**src/rtl/core/ctrb_pkg.sv**
```systemverilog
// Shared types and constants for the clipped tile rectangle blit row generator.
`default_nettype none
package ctrb_pkg;

	localparam int DEST_COLS_DEF = 32;
	localparam int DEST_ROWS_DEF = 24;
	// upper end of the supported destination size range
	localparam int DEST_MAX      = 64;
	localparam int ROWS_W        = $clog2(DEST_MAX + 1);
	localparam int QUEUE_DEPTH   = 2;

	localparam int SRC_W = 18;
	localparam int DST_W = 10;
	localparam int LEN_W = 6;
	localparam int BUF_W = 3;
	localparam int MSK_W = 8;

	// one clipped, non-empty rectangle ready for row expansion
	typedef struct packed {
		logic              mode;
		logic [SRC_W-1:0]  src_base;
		logic [7:0]        map_cols;
		logic [DST_W-1:0]  dst_base;
		logic [LEN_W-1:0]  run_length;
		logic [ROWS_W-1:0] rows;
		logic [BUF_W-1:0]  buffer;
		logic [MSK_W-1:0]  dirty;
	} desc_t;

endpackage
`default_nettype wire

```
**src/rtl/core/ctrb_req_if.sv**
```systemverilog
// Request channel: one tile rectangle per transaction.
`default_nettype none
interface ctrb_req_if;
	logic              valid;
	logic              ready;
	logic              mode;
	logic signed [8:0] dest_col;
	logic signed [8:0] dest_row;
	logic [7:0]        src_col;
	logic [7:0]        src_row;
	logic signed [8:0] req_cols;
	logic signed [8:0] req_rows;
	logic [7:0]        map_cols;
	logic [7:0]        map_rows;
	logic [2:0]        buffer_index;

	modport source (output valid, mode, dest_col, dest_row, src_col, src_row, req_cols,
		req_rows, map_cols, map_rows, buffer_index, input ready);
	modport sink (input valid, mode, dest_col, dest_row, src_col, src_row, req_cols,
		req_rows, map_cols, map_rows, buffer_index, output ready);
endinterface
`default_nettype wire

```
**src/rtl/core/ctrb_cmd_if.sv**
```systemverilog
// Row command channel: one row move per transaction.
`default_nettype none
interface ctrb_cmd_if;
	logic        valid;
	logic        ready;
	logic [17:0] src_offset;
	logic [9:0]  dst_offset;
	logic [5:0]  run_length;
	logic        row_mode;
	logic [2:0]  target_buffer;
	logic [7:0]  dirty_mask;
	logic        last_row;

	modport source (output valid, src_offset, dst_offset, run_length, row_mode,
		target_buffer, dirty_mask, last_row, input ready);
	modport sink (input valid, src_offset, dst_offset, run_length, row_mode,
		target_buffer, dirty_mask, last_row, output ready);
endinterface
`default_nettype wire

```
**src/rtl/core/ctrb_front.sv**
```systemverilog
// Front end: request intake, clipping, dirty mask and descriptor build.
`default_nettype none
module ctrb_front
	import ctrb_pkg::*;
#(
	parameter int DEST_COLS = DEST_COLS_DEF,
	parameter int DEST_ROWS = DEST_ROWS_DEF
) (
	input  wire logic   clk,
	input  wire logic   arst_n,
	ctrb_req_if.sink    req,
	output desc_t       push_desc,
	output logic        push_valid,
	input  wire logic   push_ready
);

	localparam logic signed [10:0] COLS_S = 11'(DEST_COLS);
	localparam logic signed [10:0] ROWS_S = 11'(DEST_ROWS);

	logic signed [10:0] dcol, drow, w0, h0, w1, h1, x0, y0, w2, h2;
	logic [9:0]         scol0, srow0;
	logic               nonempty, accept;
	logic [MSK_W-1:0]   dirty_q, dirty_next;

	logic               valid_s1;
	logic               mode_s1;
	logic [7:0]         x_s1, y_s1, mcols_s1;
	logic [9:0]         scol_s1, srow_s1;
	logic [LEN_W-1:0]   w_s1;
	logic [ROWS_W-1:0]  h_s1;
	logic [BUF_W-1:0]   buf_s1;
	logic [MSK_W-1:0]   dirty_s1;
	logic [17:0]        prod;

	// clip against the destination
	always_comb begin
		dcol = {{2{req.dest_col[8]}}, req.dest_col};
		drow = {{2{req.dest_row[8]}}, req.dest_row};
		w0 = (req.req_cols == -9'sd1) ? {3'b000, req.map_cols}
			: {{2{req.req_cols[8]}}, req.req_cols};
		h0 = (req.req_rows == -9'sd1) ? {3'b000, req.map_rows}
			: {{2{req.req_rows[8]}}, req.req_rows};
		if (dcol < 11'sd0) begin
			scol0 = 10'(req.src_col) + 10'(-dcol);
			w1    = w0 + dcol;
			x0    = 11'sd0;
		end else begin
			scol0 = 10'(req.src_col);
			w1    = w0;
			x0    = dcol;
		end
		if (drow < 11'sd0) begin
			srow0 = 10'(req.src_row) + 10'(-drow);
			h1    = h0 + drow;
			y0    = 11'sd0;
		end else begin
			srow0 = 10'(req.src_row);
			h1    = h0;
			y0    = drow;
		end
		w2 = (x0 + w1 > COLS_S) ? COLS_S - x0 : w1;
		h2 = (y0 + h1 > ROWS_S) ? ROWS_S - y0 : h1;
		nonempty = (w2 > 11'sd0) && (h2 > 11'sd0);
	end

	assign req.ready  = !valid_s1 || push_ready;
	assign accept     = req.valid && req.ready;
	assign dirty_next = dirty_q | (MSK_W'(1) << req.buffer_index);

	always_ff @(posedge clk or negedge arst_n) begin
		if (!arst_n) begin
			dirty_q  <= '0;
			valid_s1 <= 1'b0;
		end else begin
			if (accept) begin
				dirty_q  <= dirty_next;
				valid_s1 <= nonempty;
			end else if (push_ready) begin
				valid_s1 <= 1'b0;
			end
		end
	end

	always_ff @(posedge clk) begin
		if (accept) begin
			mode_s1  <= req.mode;
			x_s1     <= x0[7:0];
			y_s1     <= y0[7:0];
			w_s1     <= w2[LEN_W-1:0];
			h_s1     <= h2[ROWS_W-1:0];
			scol_s1  <= scol0;
			srow_s1  <= srow0;
			mcols_s1 <= req.map_cols;
			buf_s1   <= req.buffer_index;
			dirty_s1 <= dirty_next;
		end
	end

	// row base of the first source row
	assign prod = 18'(mcols_s1) * 18'(srow_s1);

	always_comb begin
		push_desc.mode       = mode_s1;
		push_desc.src_base   = prod + 18'(scol_s1);
		push_desc.map_cols   = mcols_s1;
		push_desc.dst_base   = DST_W'(int'(x_s1) + int'(y_s1) * DEST_COLS);
		push_desc.run_length = w_s1;
		push_desc.rows       = h_s1;
		push_desc.buffer     = buf_s1;
		push_desc.dirty      = dirty_s1;
	end

	assign push_valid = valid_s1;

endmodule
`default_nettype wire

```
**src/rtl/core/ctrb_queue.sv**
```systemverilog
// Small descriptor FIFO between front and back ends.
`default_nettype none
module ctrb_queue
	import ctrb_pkg::*;
(
	input  wire logic   clk,
	input  wire logic   arst_n,
	input  wire desc_t  push_desc,
	input  wire logic   push_valid,
	output logic        push_ready,
	output desc_t       pop_desc,
	output logic        pop_valid,
	input  wire logic   pop_ready
);

	localparam int PTR_W = $clog2(QUEUE_DEPTH);
	localparam int CNT_W = $clog2(QUEUE_DEPTH + 1);

	desc_t             mem_q [QUEUE_DEPTH];
	logic [PTR_W-1:0]  wr_ptr_q, rd_ptr_q;
	logic [CNT_W-1:0]  count_q;
	logic              do_push, do_pop;

	assign push_ready = count_q != CNT_W'(QUEUE_DEPTH);
	assign pop_valid  = count_q != '0;
	assign do_push    = push_valid && push_ready;
	assign do_pop     = pop_valid && pop_ready;
	assign pop_desc   = mem_q[rd_ptr_q];

	always_ff @(posedge clk or negedge arst_n) begin
		if (!arst_n) begin
			wr_ptr_q <= '0;
			rd_ptr_q <= '0;
			count_q  <= '0;
		end else begin
			if (do_push) wr_ptr_q <= wr_ptr_q + PTR_W'(1);
			if (do_pop)  rd_ptr_q <= rd_ptr_q + PTR_W'(1);
			if (do_push && !do_pop)      count_q <= count_q + CNT_W'(1);
			else if (do_pop && !do_push) count_q <= count_q - CNT_W'(1);
		end
	end

	always_ff @(posedge clk) begin
		if (do_push) mem_q[wr_ptr_q] <= push_desc;
	end

endmodule
`default_nettype wire

```
**src/rtl/core/ctrb_back.sv**
```systemverilog
// Back end: expands a descriptor into one row command per cycle while cmd is ready.
`default_nettype none
module ctrb_back
	import ctrb_pkg::*;
#(
	parameter int DEST_COLS = DEST_COLS_DEF
) (
	input  wire logic   clk,
	input  wire logic   arst_n,
	input  wire desc_t  pop_desc,
	input  wire logic   pop_valid,
	output logic        pop_ready,
	ctrb_cmd_if.source  cmd
);

	logic              busy_q;
	logic [ROWS_W-1:0] rows_q;
	logic [SRC_W-1:0]  src_q;
	logic [DST_W-1:0]  dst_q;
	logic              mode_q;
	logic [7:0]        mcols_q;
	logic [LEN_W-1:0]  len_q;
	logic [BUF_W-1:0]  buf_q;
	logic [MSK_W-1:0]  dirty_q;
	logic              fire, last, load;

	assign fire      = busy_q && cmd.ready;
	assign last      = rows_q == ROWS_W'(1);
	assign pop_ready = !busy_q || (fire && last);
	assign load      = pop_valid && pop_ready;

	always_ff @(posedge clk or negedge arst_n) begin
		if (!arst_n) begin
			busy_q <= 1'b0;
			rows_q <= '0;
		end else begin
			if (load) begin
				busy_q <= 1'b1;
				rows_q <= pop_desc.rows;
			end else if (fire) begin
				if (last) busy_q <= 1'b0;
				rows_q <= rows_q - ROWS_W'(1);
			end
		end
	end

	always_ff @(posedge clk) begin
		if (load) begin
			src_q   <= pop_desc.src_base;
			dst_q   <= pop_desc.dst_base;
			mode_q  <= pop_desc.mode;
			mcols_q <= pop_desc.map_cols;
			len_q   <= pop_desc.run_length;
			buf_q   <= pop_desc.buffer;
			dirty_q <= pop_desc.dirty;
		end else if (fire) begin
			src_q <= src_q + SRC_W'(mcols_q);
			dst_q <= dst_q + DST_W'(DEST_COLS);
		end
	end

	assign cmd.valid         = busy_q;
	assign cmd.src_offset    = mode_q ? src_q : '0;
	assign cmd.dst_offset    = dst_q;
	assign cmd.run_length    = len_q;
	assign cmd.row_mode      = mode_q;
	assign cmd.target_buffer = buf_q;
	assign cmd.dirty_mask    = dirty_q;
	assign cmd.last_row      = last;

endmodule
`default_nettype wire

```
**src/rtl/core/clipped_tile_rect_blit_rows_top.sv**
```systemverilog
// Top level of the clipped tile rectangle blit row command generator.
//
//  channel | dir | transaction                    | handshake
//  --------+-----+--------------------------------+-------------
//  req     | in  | one rectangle request          | valid/ready
//  cmd     | out | one visible row command        | valid/ready
//
// Flow: a request is clipped in the cycle it is taken, its first source
//   row base (one 8x10 multiply) is formed in the next, then it waits in a
//   two-entry queue. The back end sends one row per cycle while cmd is
//   ready, one command per visible row (1..DEST_ROWS); an empty clip
//   sends no row.
// Reset: arst_n clears the dirty mask, queue pointers and the row counter.
// Stalls: the front takes new requests while the back is still emitting
//   rows, until the queue and the front stage are full.
`default_nettype none
module clipped_tile_rect_blit_rows_top
	import ctrb_pkg::*;
#(
	parameter int DEST_COLS = DEST_COLS_DEF,  // 8..63
	parameter int DEST_ROWS = DEST_ROWS_DEF   // 8..64; COLS*ROWS <= 1024
) (
	input  wire logic  clk,
	input  wire logic  arst_n,
	ctrb_req_if.sink   req,
	ctrb_cmd_if.source cmd
);

	// descriptor hand-off front -> queue -> back
	desc_t push_desc, pop_desc;
	logic  push_valid, push_ready;
	logic  pop_valid, pop_ready;

	// clipping, dirty tracking, row base calculation
	ctrb_front #(
		.DEST_COLS (DEST_COLS),
		.DEST_ROWS (DEST_ROWS)
	) u_front (
		.clk        (clk),
		.arst_n     (arst_n),
		.req        (req),
		.push_desc  (push_desc),
		.push_valid (push_valid),
		.push_ready (push_ready)
	);

	// decouples request intake from row emission
	ctrb_queue u_queue (
		.clk        (clk),
		.arst_n     (arst_n),
		.push_desc  (push_desc),
		.push_valid (push_valid),
		.push_ready (push_ready),
		.pop_desc   (pop_desc),
		.pop_valid  (pop_valid),
		.pop_ready  (pop_ready)
	);

	// row walker, doubles as the output register
	ctrb_back #(
		.DEST_COLS (DEST_COLS)
	) u_back (
		.clk       (clk),
		.arst_n    (arst_n),
		.pop_desc  (pop_desc),
		.pop_valid (pop_valid),
		.pop_ready (pop_ready),
		.cmd       (cmd)
	);

endmodule
`default_nettype wire

```
**src/flat_wrapper.sv**
```systemverilog
// flat-port wrapper written by rule: the top's interface ports become plain ports
module clipped_tile_rect_blit_rows_top_flat import ctrb_pkg::*;
#(
	parameter int DEST_COLS = DEST_COLS_DEF,          
	parameter int DEST_ROWS = DEST_ROWS_DEF                              
)
  (clk, arst_n, req_valid, req_mode, req_dest_col, req_dest_row, req_src_col, req_src_row, req_req_cols, req_req_rows, req_map_cols, req_map_rows, req_buffer_index, req_ready, cmd_valid, cmd_src_offset, cmd_dst_offset, cmd_run_length, cmd_row_mode, cmd_target_buffer, cmd_dirty_mask, cmd_last_row, cmd_ready);
  ctrb_req_if req_i ();
  ctrb_cmd_if cmd_i ();
  input  wire logic clk;
  input  wire logic arst_n;
  input wire logic [$bits(req_i.valid)-1:0] req_valid;
  input wire logic [$bits(req_i.mode)-1:0] req_mode;
  input wire logic [$bits(req_i.dest_col)-1:0] req_dest_col;
  input wire logic [$bits(req_i.dest_row)-1:0] req_dest_row;
  input wire logic [$bits(req_i.src_col)-1:0] req_src_col;
  input wire logic [$bits(req_i.src_row)-1:0] req_src_row;
  input wire logic [$bits(req_i.req_cols)-1:0] req_req_cols;
  input wire logic [$bits(req_i.req_rows)-1:0] req_req_rows;
  input wire logic [$bits(req_i.map_cols)-1:0] req_map_cols;
  input wire logic [$bits(req_i.map_rows)-1:0] req_map_rows;
  input wire logic [$bits(req_i.buffer_index)-1:0] req_buffer_index;
  output wire logic [$bits(req_i.ready)-1:0] req_ready;
  output wire logic [$bits(cmd_i.valid)-1:0] cmd_valid;
  output wire logic [$bits(cmd_i.src_offset)-1:0] cmd_src_offset;
  output wire logic [$bits(cmd_i.dst_offset)-1:0] cmd_dst_offset;
  output wire logic [$bits(cmd_i.run_length)-1:0] cmd_run_length;
  output wire logic [$bits(cmd_i.row_mode)-1:0] cmd_row_mode;
  output wire logic [$bits(cmd_i.target_buffer)-1:0] cmd_target_buffer;
  output wire logic [$bits(cmd_i.dirty_mask)-1:0] cmd_dirty_mask;
  output wire logic [$bits(cmd_i.last_row)-1:0] cmd_last_row;
  input wire logic [$bits(cmd_i.ready)-1:0] cmd_ready;
  assign req_i.valid = req_valid;
  assign req_i.mode = req_mode;
  assign req_i.dest_col = req_dest_col;
  assign req_i.dest_row = req_dest_row;
  assign req_i.src_col = req_src_col;
  assign req_i.src_row = req_src_row;
  assign req_i.req_cols = req_req_cols;
  assign req_i.req_rows = req_req_rows;
  assign req_i.map_cols = req_map_cols;
  assign req_i.map_rows = req_map_rows;
  assign req_i.buffer_index = req_buffer_index;
  assign req_ready = req_i.ready;
  assign cmd_valid = cmd_i.valid;
  assign cmd_src_offset = cmd_i.src_offset;
  assign cmd_dst_offset = cmd_i.dst_offset;
  assign cmd_run_length = cmd_i.run_length;
  assign cmd_row_mode = cmd_i.row_mode;
  assign cmd_target_buffer = cmd_i.target_buffer;
  assign cmd_dirty_mask = cmd_i.dirty_mask;
  assign cmd_last_row = cmd_i.last_row;
  assign cmd_i.ready = cmd_ready;
  clipped_tile_rect_blit_rows_top #(.DEST_COLS(DEST_COLS), .DEST_ROWS(DEST_ROWS)) u_core (.clk(clk), .arst_n(arst_n), .req(req_i), .cmd(cmd_i));
endmodule
```
**config.mk**
```make
export PLATFORM = sky130hd
export DESIGN_NAME = clipped_tile_rect_blit_rows_top_flat
export DESIGN_NICKNAME = d
export VERILOG_FILES = /design/src/rtl/core/ctrb_pkg.sv /design/src/rtl/core/ctrb_req_if.sv /design/src/rtl/core/ctrb_cmd_if.sv /design/src/rtl/core/ctrb_front.sv /design/src/rtl/core/ctrb_queue.sv /design/src/rtl/core/ctrb_back.sv /design/src/rtl/core/clipped_tile_rect_blit_rows_top.sv /design/src/flat_wrapper.sv
export SDC_FILE = /design/constraint.sdc
export NUM_CORES = 1
export LEC_CHECK = 0
export ABC_AREA = 1
export BUFFER_PORTS_ARGS = -buffer_cell sky130_fd_sc_hd__buf_2
export CAP_MARGIN = 25
export CORE_AREA = 2 2 239 241
export CTS_CLUSTER_SIZE = 25
export DETAILED_ROUTE_END_ITERATION = 8
export DIE_AREA = 0 0 241 243
export PLACE_DENSITY = 0.55
export SETUP_SLACK_MARGIN = 0.5
export SYNTH_ARGS = -nofsm -noshare
export SYNTH_HDL_FRONTEND = slang
export SYNTH_SLANG_ARGS = --single-unit
export TNS_END_PERCENT = 1
```
**constraint.sdc**
```tcl
create_clock -name clk -period 13.95 [get_ports clk]
set_clock_uncertainty 0.2 [all_clocks]
set_input_delay 0.6975 -clock clk [delete_from_list [all_inputs] [get_ports clk]]
set_output_delay 0.6975 -clock clk [all_outputs]
set_load 0.01 [all_outputs]
```
After elaboration in Yosys (flattened, before gate mapping). Memories as Yosys holds them, arrays and structs flattened. Cells that the tools add are included.

Memories: 1. Bits in registers: 141. Input port bits: 76. Bits in writable memories: 122. Output and inout port bits: 49. Word-level logic and storage cells: 105.

$mul: 1. Mux-type cells: 26. Shift-type cells: 1. $lt $le $gt $ge: 6. Equality and inequality tests: 4. Reduce and logical (&&, ||, !) cells: 20. Add/sub/neg operators: 19. Bitwise gates (word level): 1.

Memories: u_core.u_queue.mem_q (depth 2, width 61, read ports 1, clocked after memory_dff 0, wr ports 1, RTL line ctrb_queue.sv:19) `desc_t mem_q [QUEUE_DEPTH];`.

Operator list (count): $mux 11 (8); $mux 18 (3); $add 8x10->10 (3); $add 11x11->11 (2); $add 11x9->11 (2); $gt 11x1->1 const B (2); $mux 10 (2); $neg 9->10 (2); $add 18x10->18 (1); $add 18x8->18 (1); $eq 9x1->1 const B (2); $lt 9x1->1 const B (2); $mul 8x10->18 (1); $mux 8 (2); $mux 7 (2); $gt 11x6->1 const B (1); $gt 11x7->1 const B (1); $sub 6x11->11 const A (1); $sub 7x11->11 const A (1); $add 10x6->10 const B (1); $reduce_bool 2->1 (5); $logic_and 1x1->1 (8); $or 8x8->8 (1); $shl 1x3->8 const A (1); other kinds (11) (23).

Logic depth before layout (Yosys ltp).
Depth after elaboration: 10. Gate-level depth with buffers: 37. Mapped depth without buffers: 37.

Cells and area by module. Synthesis repeated with hierarchy kept, for this count alone.

Cell total of the unflattened synthesis: 1908. Area total of the unflattened synthesis: 17264.1 µm².

By module, submodules not included: ctrb_front (seq. area each 2207.1 µm², area an instance 9072.5 µm², times used 1, cells each 1165); ctrb_queue (seq. area each 3763.6 µm², area an instance 4699.5 µm², times used 1, cells each 347); ctrb_back (seq. area each 1821.7 µm², area an instance 3492.1 µm², times used 1, cells each 396).

Least setup slack after synthesis. Ideal clock, no wire load.

Path kind: reg2reg. Start: reg u_core.u_front.mcols_s1[7]. End: mem u_core.u_queue.mem_q[0][59] in the netlist's numbering, data pin. Setup time: 265 ps. Path slack: 9154 ps. Stages on the path, launching flop included: 19. Buffers on the path: 1. Clock period less this slack: 4796 ps. Required time: 13485 ps. Arrival: 4331 ps. Cells stage by stage: edfxtp_1 > clkbuf_1 > nand2_1 > fa_1 > inv_1 > fa_1 > fa_1 > fa_1 > ha_1 > nand2_1 > o31ai_1 > nand2_1 > nand2_1 > a21oi_1 > o21ai_0 > a21oi_1 > nor2_1 > nor2_1 > xor2_1.

RTL lines: start, declared (RTL line ctrb_front.sv:27) `logic [7:0] x_s1, y_s1, mcols_s1;`; start signal, assigned (RTL line ctrb_front.sv:93) `mcols_s1 <= req.map_cols;`; end, declared (RTL line ctrb_queue.sv:19).

Final worst setup path.
Start: in req_req_rows[6]. End: reg u_core.u_front.valid_s1, in the netlist u_core.u_front.push_valid.

Cells in the longest elaborated chain, start to end: 10.

Ends and longest elaborated chain: start, declared (RTL line flat_wrapper.sv:19) `input wire logic [$bits(req_i.req_rows)-1:0] req_req_rows;`; $eq 9x1->1 (RTL line ctrb_front.sv:41) `h0 = (req.req_rows == -9'sd1) ? {3'b000, req.map_rows}`; $mux 11 * (RTL line ctrb_front.sv:41); $add 11x9->11 (RTL line ctrb_front.sv:54) `h1 = h0 + drow;`; $mux 11 * (RTL line ctrb_front.sv:52) `if (drow < 11'sd0) begin`; $add 11x11->11 (RTL line ctrb_front.sv:62) `h2 = (y0 + h1 > ROWS_S) ? ROWS_S - y0 : h1;`; $gt 11x6->1 (RTL line ctrb_front.sv:62); $mux 11 * (RTL line ctrb_front.sv:62); $gt 11x1->1 * (RTL line ctrb_front.sv:63) `nonempty = (w2 > 11'sd0) && (h2 > 11'sd0);`; $logic_and 1x1->1 * (RTL line ctrb_front.sv:63); $mux 1 * (RTL line ctrb_front.sv:75) `if (accept) begin`; end signal, assigned (RTL line ctrb_front.sv:77) `valid_s1 <= nonempty;`; end, declared (RTL line ctrb_front.sv:25) `logic valid_s1;`.

Every way passes the cells marked *; elsewhere a longest branch is shown, timed or not. A chain may end at the register's enable or synchronous reset.

==> out/results.ini <==
[final_layout]
syn_to_final_growth_pct=13.8
fill_cells=5754
fin_nets=2134
drive_gt1_frac=0.114
fin_util=0.337

[run]
drv_cap=0

[synthesis]
yosys_warnings=0
synth-edff-count=242
ys_types=49
syn_avg_cell_area_sq_um=9.37
synth-async-reset-ratio=0.0798
netlist_area_sq_um=16600
synth_ff_type=edfxtp_1
ys_ff_latch=263
seq_area_frac_synth=0.470
yosys.area.top_type_share=0.438
synth_area_leaders=edfxtp_1 (44%), nand2_1 (11%), ha_1 (8.1%), fa_1 (8.0%), inv_1 (6.5%)
syn_inst=1771
synth_largest_area_cell=edfxtp_1

[sta]
period_minus_slack_ns=5.35
max_freq_mhz=187
timing.final.crit_share=0.383
fin_ws_ns=8.60
finalSetupViolations=0
tightest_slew_ns=0.881
hold_violations=0
maxSlewHeadroom=0.413
final-max-slew-violation-count=0
rsz0062_at_grt=false
tns_ns=0
whs_ns=0.135

[setup_path]
critPathMaxFanout=10
reg2reg_slack_ns=8.74
critical_path_class=input pin to flip-flop
arrival_ns=5.62
endpoint_kind=flip-flop
critPathMaxStageDelay_ns=0.42
timing.rr.start=u_core.u_front.mcols_s1[7]$_DFFE_PP_
cp.required_ns=14.22
cp_slowest_cell=o21ai_0
crit_path_frequent_cell=nand2_1
crit_start=req_req_rows[6]
startpoint_type=input pin

[clock_network]
numCtsBuffers=25
clkLatencyLatePin_ns=0.55
cts_hold_buf=1
htree_levels=1
ctsResizeCount=0
cts_num_sinks=263
ctsRootBufferMaster=clkbuf_16
clk_pin_slew_ns=0.06
clockBufferDepth=3
cts_setup_buffers=0
cts_tree=done

[drt]
vias=11800
wl_per_cell_microns=14.7
antenna_violating_nets_post_route=0
first_pass_iters=5
drt-total-wl_microns=39100
vias_per_cell=4.42
drt-initial-drc-count=652
route.detailed.drc=0

[global_routing]
grt_start_max_net_pins=72
grt_pass1_wl_microns=61600
grt_pass1_vias=11500
antenna_found_initial=9
grt.total_usage=0.132
overflow=0

[pwr]
peakVddDrop_mv=0.117
p_leak_nw=8.78
finalPower_mw=3.45
pwr_density_cell_nw_per_um2=183

[placed_design]
pre_cts_ws_ns=8.08
finalWeightedCongestion=0.829
hpwl_microns=30700
portBuffers=124

[floorplan]
io_pins=125
core_area_sq_um=56000
initial_core_util=0.297
die_area_sq_um=58600
chipHeight_microns=243
die_w_microns=241
num_rows=87

[worst_hold_path]
hp-class=input pin to flip-flop
hold_start=req_mode

[status]
status=finished, final reports clean

-- cell type report --
cell class                 instances  area, sq um  area share
tap                              756          946      0.0501
clock buffer                      32          672      0.0356
multi-input combinational       1165         7530       0.399
clock inverter                    12          126     0.00669
antenna                            4         10.0    0.000530
timing repair buffer             133          691      0.0366
inverter                         296         1110      0.0589
sequential                       263         7790       0.413
-- cells by family (layout without fill, tap and decap cells) --
| logic type | count (synthesis) | in the layout | synth area share |
|---|---|---|---|
| adder cells (fa/ha/maj) | 174 | 174 | 0.161 |
| XOR/XNOR | 75 | 75 | 0.0396 |
| buffers and inverters | 344 | 473 | 0.0782 |
| other | 1 | 6 | 0.000226 |
| AO/OA/AOI/OAI | 212 | 212 | 0.0757 |
| flip-flops | 263 | 263 | 0.470 |
| AND/OR/NAND/NOR | 702 | 702 | 0.176 |
-- report_power, final --
| group | switching [mW] | leakage, nW | total [mW] | internal [mW] |
|---|---|---|---|---|
| registers | 0.0970 | 2.51 | 1.28 | 1.19 |
| logic | 0.935 | 5.89 | 1.50 | 0.563 |
| clock network | 0.287 | 0.387 | 0.666 | 0.379 |
| total | 1.32 | 8.78 | 3.45 | 2.13 |
-- layer usage --
layer  vias up  global-route usage  wire length [microns]
li1       5961                   -                      -
met1      5545               0.179                  18200
met2       188               0.219                  18300
met3        55              0.0217                   1750
met4        12              0.0338                    763
met5         -                   0                     72
-- final timing paths --
path / to / depth (start not counted)
setup / recovery: u_core.u_front.push_valid$_DFFE_PN0P_ / 30
hold / removal: u_core.u_front.mode_s1$_DFFE_PP_ / 1
setup reg to reg: u_core.u_queue.mem_q[0][59]$_DFFE_PP_ / 17
hold reg to reg: u_core.u_queue.mem_q[1][20]$_DFFE_PP_ / 0
max in group asynchronous: u_core.u_queue.rd_ptr_q$_DFFE_PN0P_ / 2
min in group asynchronous: u_core.u_front.dirty_q[7]$_DFFE_PN0P_ / 2
-- through the flow --
step / area (sq um) / cells
floorplan: 16600 / 1772
CTS: 18900 / 2657
detailed placement: 18100 / 2612
global route: 18900 / 2659
global placement: 18100 / 2612
finish: 18900 / 2661
-- Yosys cell counts (2+ instances only) --
library cell / n
clkinv_1: 2
o211ai_1: 7
ha_1: 108
a21o_1: 8
nand4_1: 11
fa_1: 66
or2_2: 6
a21boi_0: 2
nand2_1: 483
a211oi_1: 4
xnor2_1: 28
nor2_2: 3
buf_2: 2
nand3b_1: 6
a21oi_1: 69
o21ai_1: 3
o31ai_1: 10
nor4_1: 2
clkbuf_1: 40
buf_1: 5
nand4_4: 2
inv_2: 6
dfrtp_1: 21
a21oi_2: 3
o21ai_4: 2
nor2_1: 108
nor3_1: 8
a31oi_1: 17
xor2_1: 47
edfxtp_1: 242
o21bai_1: 7
o21ai_0: 64
nand2_2: 15
o21a_1: 11
nand3_1: 50
inv_1: 288
nand3_2: 3
-- worst max-delay path: cells and delay by family --
| family | cells | cell delay, ns |
|---|---|---|
| AOI/OAI and AO/OA | 7 | 1.44 |
| and+or+nand+nor | 17 | 2.25 |
| adders and majority gates | 3 | 1.02 |
| xor gates and xnor gates | 1 | 0.08 |
| buffers and inverters | 2 | 0.12 |
-- cells in the final DEF (no fill, tap or decap), types with 7 or more instances in the layout --
cell type and n:
nand2_1 483, inv_1 288, edfxtp_1 242, buf_2 124
ha_1 108, nor2_1 106, a21oi_1 69, fa_1 66
o21ai_0 64, nand3_1 50, xor2_1 47, xnor2_1 28
clkbuf_16 25, dfrtp_1 20, a31oi_1 17, nand2_2 15
o21a_1 11, nand4_1 11, o31ai_1 10, nor3_1 8
a21o_1 8, buf_4 8, inv_2 7, o21bai_1 7
o211ai_1 7
-- sequential cells by signal (all words and copies together), names as in the netlist, 2 cells and up --
| register | count |
|---|---|
| u_core.u_back.cmd.run_length | 6 |
| u_core.u_front.buf_s1 | 3 |
| u_core.u_back.mcols_q | 8 |
| u_core.u_front.scol_s1 | 10 |
| u_core.u_front.dirty_q | 8 |
| u_core.u_queue.mem_q | 122 |
| u_core.u_front.y_s1 | 5 |
| u_core.u_front.mcols_s1 | 8 |
| u_core.u_back.src_q | 18 |
| u_core.u_front.h_s1 | 7 |
| u_core.u_back.rows_q | 7 |
| u_core.u_front.w_s1 | 6 |
| u_core.u_back.cmd.target_buffer | 3 |
| u_core.u_front.dirty_s1 | 8 |
| u_core.u_back.cmd.dst_offset | 10 |
| u_core.u_back.cmd.dirty_mask | 8 |
| u_core.u_front.x_s1 | 8 |
| u_core.u_queue.count_q | 2 |
| u_core.u_front.srow_s1 | 10 |
(Power assumes the default switching activity.)
